<file path="src/hw/rtl/eai_pkg.sv">
// Package for the Ethernet ARP/IPv4 ingress block.
// Constants, the scan-to-emit job type and the ARP reply byte table.
// No dependencies.
package eai_pkg;

	localparam int unsigned HdrBytes = 42;
	localparam logic [16:0] CountMax = 17'd65549;
	localparam logic [16:0] LenEth = 17'd14;
	localparam logic [16:0] LenIpv4 = 17'd34;
	localparam logic [16:0] LenArp = 17'd42;
	localparam logic [15:0] EtypeArp = 16'h0806;
	localparam logic [15:0] EtypeIpv4 = 16'h0800;
	localparam logic [5:0] IhlMin = 6'd20;
	localparam logic [5:0] ScanFirst = 6'd6;
	localparam logic [5:0] ScanLast = 6'd41;
	localparam logic [5:0] ReplyLastIdx = 6'd42;

	localparam logic [1:0] VerdictMalformed = 2'd0;
	localparam logic [1:0] VerdictIgnored = 2'd1;
	localparam logic [1:0] VerdictIpv4 = 2'd2;

	localparam logic [1:0] CfgOurMac = 2'd0;
	localparam logic [1:0] CfgOurIp = 2'd1;
	localparam logic [1:0] CfgPeerIp = 2'd2;

	typedef struct packed {
		logic [1:0] verdict;
		logic [15:0] ip_length;
		logic reply;
		logic [47:0] sha;
		logic [31:0] spa;
		logic [47:0] peer_mac;
		logic peer_known;
	} job_t;

	function automatic logic [7:0] reply_byte(input logic [5:0] i, input logic [47:0] sha,
			input logic [47:0] mac, input logic [31:0] ip, input logic [31:0] spa);
		logic [7:0] b;
		b = 8'h00;
		if (i < 6'd6) begin
			b = sha[8*(5-i) +: 8];
		end else if (i < 6'd12) begin
			b = mac[8*(11-i) +: 8];
		end else if (i < 6'd22) begin
			unique case (i)
				6'd12: b = 8'h08;
				6'd13: b = 8'h06;
				6'd15: b = 8'h01;
				6'd16: b = 8'h08;
				6'd18: b = 8'h06;
				6'd19: b = 8'h04;
				6'd21: b = 8'h02;
				default: b = 8'h00;
			endcase
		end else if (i < 6'd28) begin
			b = mac[8*(27-i) +: 8];
		end else if (i < 6'd32) begin
			b = ip[8*(31-i) +: 8];
		end else if (i < 6'd38) begin
			b = sha[8*(37-i) +: 8];
		end else if (i < 6'd42) begin
			b = spa[8*(41-i) +: 8];
		end
		return b;
	endfunction

endpackage

</file>
<file path="src/hw/rtl/eai_scan.sv">
// Frame intake: header memory, byte counter, header scan and frame verdict.
// Holds the learned peer MAC. Depends on eai_pkg.
module eai_scan (
	input logic clk,
	input logic arst_n,
	input logic [7:0] frame_byte,
	input logic last_byte,
	input logic in_valid,
	output logic in_ready,
	input logic [31:0] our_ip,
	input logic [31:0] peer_ip,
	output logic job_valid,
	input logic job_ready,
	output eai_pkg::job_t job
);
	import eai_pkg::*;

	localparam logic [1:0] S_IDLE = 2'd0;
	localparam logic [1:0] S_SCAN = 2'd1;
	localparam logic [1:0] S_DRAIN = 2'd2;
	localparam logic [1:0] S_DECIDE = 2'd3;

	logic [1:0] state_q;
	logic [16:0] cnt_q, cnt_nx, len_q;
	logic [7:0] mem [HdrBytes];
	logic [7:0] rdata_s1;
	logic [5:0] raddr_q, raddr_s1;
	logic rvld_s1;
	logic [47:0] src_q, sha_q, peer_mac_q;
	logic [15:0] etype_q;
	logic [63:0] hdr_q;
	logic [31:0] spa_q, tpa_q;
	logic peer_known_q;
	logic acc;

	assign in_ready = (state_q == S_IDLE);
	assign acc = in_valid && in_ready;
	assign cnt_nx = (cnt_q < CountMax) ? cnt_q + 17'd1 : cnt_q;

	always_ff @(posedge clk) begin
		if (acc && cnt_q < LenArp) begin
			mem[cnt_q[5:0]] <= frame_byte;
		end
		rdata_s1 <= mem[raddr_q];
	end

	always_ff @(posedge clk or negedge arst_n) begin
		if (!arst_n) begin
			state_q <= S_IDLE;
			cnt_q <= '0;
			len_q <= '0;
			raddr_q <= ScanFirst;
			raddr_s1 <= ScanFirst;
			rvld_s1 <= 1'b0;
			peer_mac_q <= '0;
			peer_known_q <= 1'b0;
		end else begin
			rvld_s1 <= 1'b0;
			raddr_s1 <= raddr_q;
			unique case (state_q)
				S_IDLE: begin
					if (acc) begin
						if (last_byte) begin
							cnt_q <= '0;
							len_q <= cnt_nx;
							raddr_q <= ScanFirst;
							state_q <= S_SCAN;
						end else begin
							cnt_q <= cnt_nx;
						end
					end
				end
				S_SCAN: begin
					rvld_s1 <= 1'b1;
					if (raddr_q == ScanLast) begin
						state_q <= S_DRAIN;
					end else begin
						raddr_q <= raddr_q + 6'd1;
					end
				end
				S_DRAIN: state_q <= S_DECIDE;
				S_DECIDE: begin
					if (job_ready) begin
						peer_mac_q <= job.peer_mac;
						peer_known_q <= job.peer_known;
						state_q <= S_IDLE;
					end
				end
				default: state_q <= S_IDLE;
			endcase
		end
	end

	always_ff @(posedge clk) begin
		if (rvld_s1) begin
			priority if (raddr_s1 < 6'd12) src_q <= {src_q[39:0], rdata_s1};
			else if (raddr_s1 < 6'd14) etype_q <= {etype_q[7:0], rdata_s1};
			else if (raddr_s1 < 6'd22) hdr_q <= {hdr_q[55:0], rdata_s1};
			else if (raddr_s1 < 6'd28) sha_q <= {sha_q[39:0], rdata_s1};
			else if (raddr_s1 < 6'd32) spa_q <= {spa_q[23:0], rdata_s1};
			else if (raddr_s1 < 6'd38) ;
			else tpa_q <= {tpa_q[23:0], rdata_s1};
		end
	end

	logic [7:0] h14, h18, h19;
	logic [15:0] h1415, h1617, oper;
	logic [5:0] ihl;
	logic arp_ok, arp_learn, ip_bad;
	logic [16:0] room;

	always_comb begin
		h14 = hdr_q[63:56];
		h1415 = hdr_q[63:48];
		h1617 = hdr_q[47:32];
		h18 = hdr_q[31:24];
		h19 = hdr_q[23:16];
		oper = hdr_q[15:0];
		ihl = {h14[3:0], 2'b00};
		room = len_q - LenEth;
		arp_ok = (h1415 == 16'd1) && (h1617 == EtypeIpv4) && (h18 == 8'd6) &&
			(h19 == 8'd4) && (sha_q == src_q) && !sha_q[40];
		arp_learn = arp_ok && (spa_q == peer_ip);
		ip_bad = (h14[7:4] != 4'd4) || (ihl < IhlMin) || (h1617 < {10'd0, ihl}) ||
			({1'b0, h1617} > room) || src_q[40];

		job.verdict = VerdictIgnored;
		job.ip_length = '0;
		job.reply = 1'b0;
		job.sha = sha_q;
		job.spa = spa_q;
		job.peer_mac = peer_mac_q;
		job.peer_known = peer_known_q;
		if (len_q < LenEth) begin
			job.verdict = VerdictMalformed;
		end else if (etype_q == EtypeArp) begin
			if (len_q < LenArp) begin
				job.verdict = VerdictMalformed;
			end else if (arp_ok) begin
				if (arp_learn) begin
					job.peer_mac = sha_q;
					job.peer_known = 1'b1;
				end
				job.reply = (oper == 16'd1) && (tpa_q == our_ip);
			end
		end else if (etype_q == EtypeIpv4) begin
			if (len_q < LenIpv4 || ip_bad) begin
				job.verdict = VerdictMalformed;
			end else begin
				job.verdict = VerdictIpv4;
				job.ip_length = h1617;
				job.peer_mac = src_q;
				job.peer_known = 1'b1;
			end
		end
	end

	assign job_valid = (state_q == S_DECIDE);

`ifndef ASSERT_OFF
	a_last_starts_scan: assert property (@(posedge clk) disable iff (!arst_n)
		acc && last_byte |=> state_q == S_SCAN && cnt_q == '0)
		else $error("scan did not start after frame end");
	a_cnt_sat: assert property (@(posedge clk) disable iff (!arst_n)
		cnt_q <= CountMax)
		else $error("byte count beyond saturation");
	a_scan_addr: assert property (@(posedge clk) disable iff (!arst_n)
		state_q == S_SCAN |-> raddr_q >= ScanFirst && raddr_q <= ScanLast)
		else $error("scan address out of range");
	a_decide_after_drain: assert property (@(posedge clk) disable iff (!arst_n)
		state_q == S_DRAIN |=> state_q == S_DECIDE && $past(rvld_s1))
		else $error("decision before last header byte captured");
`endif
endmodule

</file>
<file path="src/hw/rtl/eai_emit.sv">
// Result emitter: verdict item, then the 42-byte ARP reply when due.
// Output register with valid/ready. Depends on eai_pkg.
module eai_emit (
	input logic clk,
	input logic arst_n,
	input logic job_valid,
	output logic job_ready,
	input eai_pkg::job_t job,
	input logic [47:0] our_mac,
	input logic [31:0] our_ip,
	output logic out_valid,
	input logic out_ready,
	output logic out_kind,
	output logic [1:0] verdict,
	output logic [15:0] ip_length,
	output logic [7:0] out_byte,
	output logic out_last,
	output logic [47:0] learned_mac,
	output logic peer_valid
);
	import eai_pkg::*;

	logic busy_q;
	logic [5:0] idx_q;
	job_t job_q;
	logic adv, last;
	logic [5:0] ri;

	assign job_ready = !busy_q;
	assign adv = !out_valid || out_ready;
	assign last = job_q.reply ? (idx_q == ReplyLastIdx) : 1'b1;
	assign ri = idx_q - 6'd1;

	always_ff @(posedge clk or negedge arst_n) begin
		if (!arst_n) begin
			busy_q <= 1'b0;
			idx_q <= '0;
			out_valid <= 1'b0;
		end else begin
			if (busy_q && adv) begin
				out_valid <= 1'b1;
				if (last) busy_q <= 1'b0;
				idx_q <= idx_q + 6'd1;
			end else if (adv) begin
				out_valid <= 1'b0;
			end
			if (job_valid && !busy_q) begin
				busy_q <= 1'b1;
				idx_q <= '0;
			end
		end
	end

	always_ff @(posedge clk) begin
		if (job_valid && !busy_q) job_q <= job;
		if (busy_q && adv) begin
			out_kind <= (idx_q != 6'd0);
			verdict <= (idx_q == 6'd0) ? job_q.verdict : VerdictMalformed;
			ip_length <= (idx_q == 6'd0) ? job_q.ip_length : 16'd0;
			out_byte <= (idx_q == 6'd0) ? 8'd0 :
				reply_byte(ri, job_q.sha, our_mac, our_ip, job_q.spa);
			out_last <= last;
			learned_mac <= job_q.peer_mac;
			peer_valid <= job_q.peer_known;
		end
	end
endmodule

</file>
<file path="src/hw/rtl/ethernet_arp_ipv4_ingress.sv">
// Top level of the Ethernet ARP/IPv4 ingress block: configuration registers,
// frame intake and result emitter. Depends on eai_pkg, eai_scan, eai_emit.
//
// Frame bytes transfer at one per cycle while in_ready is high; the first 42
// are kept in a synchronous memory with separate write and read ports. After
// the last byte the block reads bytes 6..41 back one per cycle, then issues
// a verdict item and, for an ARP request to our_ip, 42 reply bytes. Input is
// stalled from frame end until the verdict is handed to the emitter; the
// emitter can still be draining reply bytes while the next frame streams in.
module ethernet_arp_ipv4_ingress (
	input logic clk,
	input logic arst_n,
	input logic cfg_we,
	input logic [1:0] cfg_index,
	input logic [47:0] cfg_data,
	input logic in_valid,
	output logic in_ready,
	input logic [7:0] frame_byte,
	input logic last_byte,
	output logic out_valid,
	input logic out_ready,
	output logic out_kind,
	output logic [1:0] verdict,
	output logic [15:0] ip_length,
	output logic [7:0] out_byte,
	output logic out_last,
	output logic [47:0] learned_mac,
	output logic peer_valid
);
	import eai_pkg::*;

	logic [47:0] our_mac_q;
	logic [31:0] our_ip_q, peer_ip_q;
	logic job_valid, job_ready;
	job_t job;

	always_ff @(posedge clk or negedge arst_n) begin
		if (!arst_n) begin
			our_mac_q <= '0;
			our_ip_q <= '0;
			peer_ip_q <= '0;
		end else if (cfg_we) begin
			unique case (cfg_index)
				CfgOurMac: our_mac_q <= cfg_data;
				CfgOurIp: our_ip_q <= cfg_data[31:0];
				CfgPeerIp: peer_ip_q <= cfg_data[31:0];
				default: ;
			endcase
		end
	end

	eai_scan u_scan (
		.clk(clk),
		.arst_n(arst_n),
		.frame_byte(frame_byte),
		.last_byte(last_byte),
		.in_valid(in_valid),
		.in_ready(in_ready),
		.our_ip(our_ip_q),
		.peer_ip(peer_ip_q),
		.job_valid(job_valid),
		.job_ready(job_ready),
		.job(job)
	);

	eai_emit u_emit (
		.clk(clk),
		.arst_n(arst_n),
		.job_valid(job_valid),
		.job_ready(job_ready),
		.job(job),
		.our_mac(our_mac_q),
		.our_ip(our_ip_q),
		.out_valid(out_valid),
		.out_ready(out_ready),
		.out_kind(out_kind),
		.verdict(verdict),
		.ip_length(ip_length),
		.out_byte(out_byte),
		.out_last(out_last),
		.learned_mac(learned_mac),
		.peer_valid(peer_valid)
	);
endmodule
</file>
<file path="config.mk">
export PLATFORM = sky130hd
export DESIGN_NAME = ethernet_arp_ipv4_ingress
export DESIGN_NICKNAME = d
export VERILOG_FILES = /design/src/hw/rtl/eai_pkg.sv /design/src/hw/rtl/eai_scan.sv /design/src/hw/rtl/eai_emit.sv /design/src/hw/rtl/ethernet_arp_ipv4_ingress.sv
export SDC_FILE = /design/constraint.sdc
export NUM_CORES = 1
export LEC_CHECK = 0
export ABC_AREA = 1
export ABC_CLOCK_PERIOD_IN_PS = 14500
export BUFFER_PORTS_ARGS = -buffer_cell sky130_fd_sc_hd__buf_2
export CAP_MARGIN = 20
export CORE_MARGIN = 2
export CORE_UTILIZATION = 25
export DETAILED_ROUTE_END_ITERATION = 7
export GPL_ROUTABILITY_DRIVEN = 0
export SLEW_MARGIN = 10
export SYNTH_ARGS = -nofsm -noshare
export SYNTH_HDL_FRONTEND = slang
export SYNTH_SLANG_ARGS = --single-unit
</file>
<file path="constraint.sdc">
create_clock -name clk -period 14.5 [get_ports clk]
set_clock_uncertainty 0.2 [all_clocks]
set_input_delay 0.725 -clock clk [delete_from_list [all_inputs] [get_ports clk]]
set_output_delay 0.725 -clock clk [all_outputs]
set_load 0.005 [all_outputs]
</file>
==> impl_metrics.json, run 1 <==
{
  "status": "completed",
  "drt_iter0_drc": 2975,
  "reg2reg_from": "u_emit.idx_q[0]",
  "worst_pin_slew_ns": 1.208,
  "rsz0062_at_grt": "false",
  "drive_above_1_share_pct": 9.843,
  "dpl.hpwl_mm": 80.23,
  "grt_pass1_vias": 29800,
  "drc": 0,
  "cp-start-kind": "flop",
  "relSlewSlack_pct": 19.46,
  "p_per_area_nw_per_um2": 201.2,
  "die_x_um": 426.6,
  "overflow": 0,
  "setup_tns_ns": 0,
  "synthesis.area_sq_um": 44640,
  "clock_sinks": 1026,
  "grt_max_degree": 199,
  "hold_class": "primary input to flop",
  "fin_area_sq_um": 51510,
  "ctsLongestPathBuffers": 3,
  "postLayoutCoreUtil_pct": 28.96,
  "vias_per_cell": 4.526,
  "worstPathArrival_ns": 5.22,
  "netlist.area_leader.share_pct": 53.88,
  "path_class": "flop to flop",
  "min_period_ns": 4.839,
  "syn2layout_area_growth_pct": 15.37,
  "synth_fp_nets": 4305,
  "synth.distinct_cells": 56,
  "max_freq_mhz": 206.7,
  "grt.total_usage_pct": 13.09,
  "final_nets": 4411,
  "ys_top_cells_by_area": "edfxtp_1, dfrtp_1, nand2_1, o21ai_0, nor2_1",
  "ys_seq_area_share_pct": 66.41,
  "path_max_fanout": 43,
  "mostFrequentLayoutCell": "nand2_1",
  "synthCells": 4200,
  "final_cell_mix": "nand2_1, edfxtp_1, nor2_1, o21ai_0, inv_1",
  "setup-violations-final": 0,
  "startpoint": "u_emit.idx_q[0]",
  "cap_violations": 0,
  "hold_viol": 0,
  "clk_latency_ns": 0.75,
  "tritoncts": "done",
  "fin_ws_ns": 9.661,
  "routed_wl_mm": 121.5,
  "dieArea_sq_um": 182000,
  "slew_viol_final": 0,
  "placed_cell_area_sq_um": 47800,
  "cts_root_buf": "clkbuf_16",
  "io_pins": 143,
  "post-cts-setup-buffer-count": 0,
  "dp_slack_ns": 9.693,
  "ir_worst_vdd_v": 0.0001459,
  "wl_per_cell_um": 17.99,
  "crit_required_ns": 14.88,
  "grt_pass1_wl_mm": 183.7,
  "ys_seq_elements": 1026,
  "holdWs_ns": 0.05800,
  "firstDrtPassIters": 5,
  "total_power_mw": 10.36,
  "start_util_pct": 25.10,
  "period_share_pct": 33.37,
  "antenna_left": 0,
  "die_h_um": 426.6,
  "end_kind": "flop",
  "via_count": 30570,
  "port_buffers": 142,
  "core_sq_um": 177800,
  "antenna_found_initial": 2,
  "cellLeakagePower_nw": 20.17,
  "diodes": 0,
  "clkSlewWorstSetupHoldPaths_ns": 0.06,
  "holdBufCountCts": 1,
  "cts_buffers": 110,
  "min_from": "cfg_data[41]",
  "rows": 155,
  "ys_warn_count": 0,
  "fin_cells": 6754,
  "synth_area_leader_cell": "edfxtp_1",
  "dp_cells": 6545,
  "syn_avg_cell_area_sq_um": 10.63,
  "htreeDepth": 3,
  "postCtsResizedCells": 0
}
area by class of cell:
type | instances | area (sq um)
clock buffer | 133 | 2919
clock inverter | 72 | 710.7
fill | 18200 | 126300
inverter | 440 | 1658
multi-input combinational | 2551 | 12580
sequential | 1026 | 29650
tap | 2355 | 2947
timing repair buffer | 177 | 1042
where the power goes:
part / internal [mW] / switching [mW]
Combinational: 0.986 / 2.27
Clock: 1.59 / 1.22
Sequential: 3.88 / 0.416
Total: 6.46 / 3.91
synth_stat cells, drive strengths merged:
master and n:
a211oi 3, a21boi 47, a21o 7, a21oi 51, a221oi 1, a22o 2
a22oi 6, a32o 1, a32oi 1, and2 1, and3 1, buf 59
clkbuf 124, clkinv 9, dfrtp 213, dfstp 4, dfxtp 8, edfxtp 801
ha 41, inv 431, mux2 14, nand2 828, nand3 335, nand3b 1
nand4 41, nor2 474, nor3 25, nor3b 1, nor4 15, nor4b 1
o2111ai 1, o211ai 9, o21a 4, o21ai 413, o221ai 36, o22ai 93
o311ai 1, o31ai 2, o41ai 1, or2 6, xnor2 32, xor2 56
worst max-delay path, cell delays in order (launching register included):
cell and delay, ns:
dfrtp_2 0.83, inv_2 0.44, ha_1 0.41, buf_4 0.41, inv_1 0.12, buf_4 0.26, ha_1 0.52, inv_1 0.22
nor2_1 0.35, o21ai_0 0.14, o21ai_0 0.25, nand2_1 0.12, nand2_1 0.08, nand3_1 0.07, a21oi_1 0.15, o21a_1 0.13
cell families after synthesis:
family                   Yosys count  synth area share, %
buffers and inverters            623                5.580
adder cells (fa/ha/maj)           41                1.149
AO/OA/AOI/OAI                    679                8.705
flip-flops                      1026                66.41
AND/OR/NAND/NOR                 1729                16.06
XOR/XNOR                          88                1.743
multiplexers                      14               0.3531
flip-flops by register name, summed over array words and instances (netlist names), 5 cells and up:
signal              flops
u_scan.mem            336
u_emit.job_q          148
u_scan.hdr_q           64
our_mac_q              48
u_emit.learned_mac     48
u_scan.peer_mac_q      48
u_scan.sha_q           48
u_scan.src_q           48
our_ip_q               32
peer_ip_q              32
u_scan.spa_q           32
u_scan.tpa_q           32
u_scan.cnt_q           17
u_scan.len_q           17
u_emit.ip_length       16
u_scan.etype_q         16
u_emit.out_byte         8
u_scan.rdata_s1         8
u_emit.idx_q            6
u_scan.raddr_q          6
u_scan.raddr_s1         5
worst paths after layout:
| kind | end | slack [ns] | depth (start not counted) |
|---|---|---|---|
| setup / recovery | u_emit.out_byte[5] | 9.66 | 15 |
| hold / removal | our_mac_q[41] | 0.06 | 2 |
| setup reg to reg | u_emit.out_byte[5] | 9.66 | 15 |
| hold reg to reg | u_emit.learned_mac[31] | 0.22 | 0 |
| max in group asynchronous | u_scan.raddr_q[0] | 11.96 | 4 |
| min in group asynchronous | our_mac_q[39] | 0.38 | 2 |
metal layers:
metal | up-vias | track usage (%) | routed length (um) | share of wire, %
met2 | 846 | 21.84 | 58470 | 48
met3 | 219 | 2.151 | 6289 | 5.2
li1 | 14590 | - | - | -
met4 | 4 | 4.425 | 4037 | 3.3
met1 | 14910 | 17.18 | 52700 | 43
met5 | - | 0 | 30 | 0.025
(Power assumes the default switching activity.)
==> run 2, diff against run 1 <==
ABC_AREA = 0   (was 1)
ABC_CLOCK_PERIOD_IN_PS = 4700   (was 14500)
clock period = 4.7 ns   (was 14.5 ns; I/O delays follow)
==> run 2 against run 1 <==
  * Flip-flop and latch count is the same
  * Count of clock-buffer cells in the layout grew 9
  * Worst hold slack gained 0.021 ns
  * Non-clock buffer count grew 87
  * Combinational power grew 100%
  * Synthesized cell count shrank 39%
  * Power grew to 2.6 times the previous value
  * Routed wire length shrank 17%
  * Fmax grew 25%
  * Synthesized area shrank 6.1%
  * Die area shrank 6.1%
==> impl_metrics.json, run 2 <==
{
  "status": "completed",
  "antenna_left": 0,
  "worstPathArrival_ns": 4.23,
  "slew_viol_final": 0,
  "min_path_cells": 4,
  "total_power_mw": 27.40,
  "reg2regPathDepth": 12,
  "cap_violations": 0,
  "clock_sinks": 1026,
  "htreeDepth": 3,
  "yosysMostFrequentCell": "edfxtp_1",
  "ys_seq_elements": 1026,
  "port_buffers": 142,
  "synthesis.area_sq_um": 41910,
  "io_pins": 143,
  "cts_buffers": 105,
  "start_util_pct": 25.12,
  "synth_fp_nets": 2684,
  "die_h_um": 413.4,
  "antenna_found_initial": 5,
  "vias_per_cell": 4.447,
  "path_class": "flop to flop",
  "crit_cells": 12,
  "path_max_fanout": 29,
  "clk_latency_ns": 0.72,
  "hold_viol": 0,
  "synth-edff-count": 801,
  "ir_worst_vdd_v": 0.0003554,
  "cts_root_buf": "clkbuf_16",
  "grt_pass1_vias": 22870,
  "tritoncts": "done",
  "min_period_ns": 3.881,
  "via_count": 22780,
  "drt_iter0_drc": 2326,
  "syn_avg_cell_area_sq_um": 16.25,
  "end_kind": "flop",
  "die_x_um": 413.4,
  "dieArea_sq_um": 170900,
  "met1_usage_pct": 16.24,
  "ctsLongestPathBuffers": 3,
  "period_share_pct": 82.57,
  "setup-violations-final": 0,
  "cellLeakagePower_nw": 16.94,
  "worst_pin_slew_ns": 1.013,
  "worstPathCellList": "ha_1, a211oi_1, nand2_1, or4_1, xor2_1, ha_1, and3_1, a41oi_1, a21o_2, buf_4, nand3_1, o211ai_1",
  "use_met3_pct": 2.157,
  "overflow": 0,
  "grt_max_degree": 94,
  "netlist.area_leader.share_pct": 57.40,
  "p_per_area_nw_per_um2": 551.9,
  "crit_family": "compound AO/OA/AOI/OAI gates",
  "critPathBufInv": 1,
  "ys_async_sr_fraction_pct": 21.15,
  "ys.flop_type": "edfxtp_1",
  "setup_tns_ns": 0,
  "rows": 150,
  "grt_pass1_wl_mm": 150.6,
  "final_nets": 2932,
  "diodes": 0,
  "cp-start-kind": "flop",
  "ys_seq_area_share_pct": 70.75,
  "cp_common_cell": "ha_1",
  "mostFrequentLayoutCell": "edfxtp_1",
  "relSlewSlack_pct": 32.29,
  "crit_required_ns": 5.05,
  "post-cts-setup-buffer-count": 0,
  "drive_above_1_share_pct": 22.30,
  "netlist_top_cells_count": "edfxtp_1, dfrtp_1, nand2_1",
  "ys_warn_count": 0,
  "syn2layout_area_growth_pct": 18.46,
  "final_cell_mix": "edfxtp_1, dfrtp_1, nand2_1, buf_2, mux4_2",
  "largest_register_ffs": 336,
  "clkSlewWorstSetupHoldPaths_ns": 0.06,
  "cpPeakStageDelay_ns": 0.43,
  "use_met2_pct": 18.73,
  "postCtsResizedCells": 0,
  "synth.distinct_cells": 76,
  "firstDrtPassIters": 5,
  "dpl.hpwl_mm": 66.06,
  "grt.total_usage_pct": 11.62,
  "hold_class": "primary input to flop",
  "rsz0062_at_grt": "false",
  "drc": 0,
  "synthCells": 2579,
  "grt_busiest_layer": "met2",
  "core_sq_um": 166800,
  "synth_area_leader_cell": "edfxtp_1",
  "ys_top_cells_by_area": "edfxtp_1, dfrtp_1, mux4_2, mux2_2, xnor2_1",
  "routed_wl_mm": 100.3,
  "worst_path_max_delay_cell": "dfrtp_1",
  "max_freq_mhz": 257.7,
  "wl_per_cell_um": 19.57
}
run 2: changes by cell type in the layout (fill, tap and decap cells not counted), sizes merged, moves of 47 or more:
cell / delta
mux4: +128
mux2: +100
xnor2: +56
nor2: -394
dlygate4sd3: +61
o2bb2a: +47
nand2: -672
nand3: -259
o22ai: -91
o21ai: -295
inv: -317
o211ai: +49
run 2: cell type report:
| type | count | area (sq um) |
|---|---|---|
| clock buffers | 142 | 2816 |
| repair buffers | 264 | 1912 |
| fillers | 16480 | 117200 |
| flip-flops and latches | 1026 | 29660 |
| multi-input cells | 1312 | 11370 |
| well taps | 2204 | 2758 |
| clock inverters | 57 | 679.4 |
| inverters | 118 | 449.2 |
run 2: power breakdown:
group	leakage (nW)	total (mW)	internal, mW	switching [mW]
Combinational	5.12	6.64	2.72	3.91
Clock	1.69	8.35	4.80	3.55
Sequential	10.1	12.4	11.4	1.03
Total	16.9	27.4	18.9	8.50
run 2: layer usage:
layer / vias up / share of wire [%]
li1: 10390 / -
met1: 11720 / 46
met2: 541 / 47
met3: 128 / 4.7
met4: 6 / 1.9
met5: - / 0.041
run 2: path summary, 6_finish.rpt:
| kind | startpoint | endpoint | slack, ns |
|---|---|---|---|
| setup reg to reg | u_scan.len_q[1] | u_emit.job_q[48] | 0.82 |
| max in group asynchronous | arst_n | u_scan.raddr_q[0] | 3.18 |
| hold reg to reg | u_emit.job_q[44] | u_emit.learned_mac[43] | 0.22 |
| setup / recovery | u_scan.len_q[1] | u_emit.job_q[48] | 0.82 |
| min in group asynchronous | arst_n | peer_ip_q[15] | 0.51 |
| hold / removal | cfg_we | our_ip_q[16] | 0.08 |
run 2: cells by family after synthesis:
| family | synth area share [%] |
|---|---|
| muxes | 10.75 |
| and+or+nand+nor | 6.300 |
| DFF | 70.75 |
| xor gates and xnor gates | 3.219 |
| adders and majority gates | 1.224 |
| buffers and inverters | 2.335 |
| AOI/OAI and AO/OA | 5.419 |
run 2: what timing repair did:
action,in CTS,in global routing
hold endpoints to repair,588,0
setup endpoints to repair,0,0
hold buffers,63,0
run 2: tightest hold or removal path, cell delays in order:
cell and delay, ns:
buf_2 0.10, nand3b_1 0.07, buf_4 0.27, mux2_2 0.28
run 2: stage by stage:
| stage | util (%) | std cells | worst slack [ns] | area [sq um] | hold slack (ns) |
|---|---|---|---|---|---|
| 2_1_floorplan | - | 2579 | 0.2296 | 41910 | -0.2606 |
| 3_3_place_gp | 27.27 | 4861 | 0.7996 | 45500 | 0.08116 |
| 3_5_place_dp | 27.27 | 4861 | 0.8359 | 45500 | 0.08488 |
| 4_1_cts | 29.75 | 5123 | 0.8188 | 49640 | 0.02389 |
| 5_1_grt | 29.75 | 5123 | 0.5452 | 49640 | 0.06243 |
| 6_report | 29.75 | 5123 | 0.8192 | 49640 | 0.07928 |
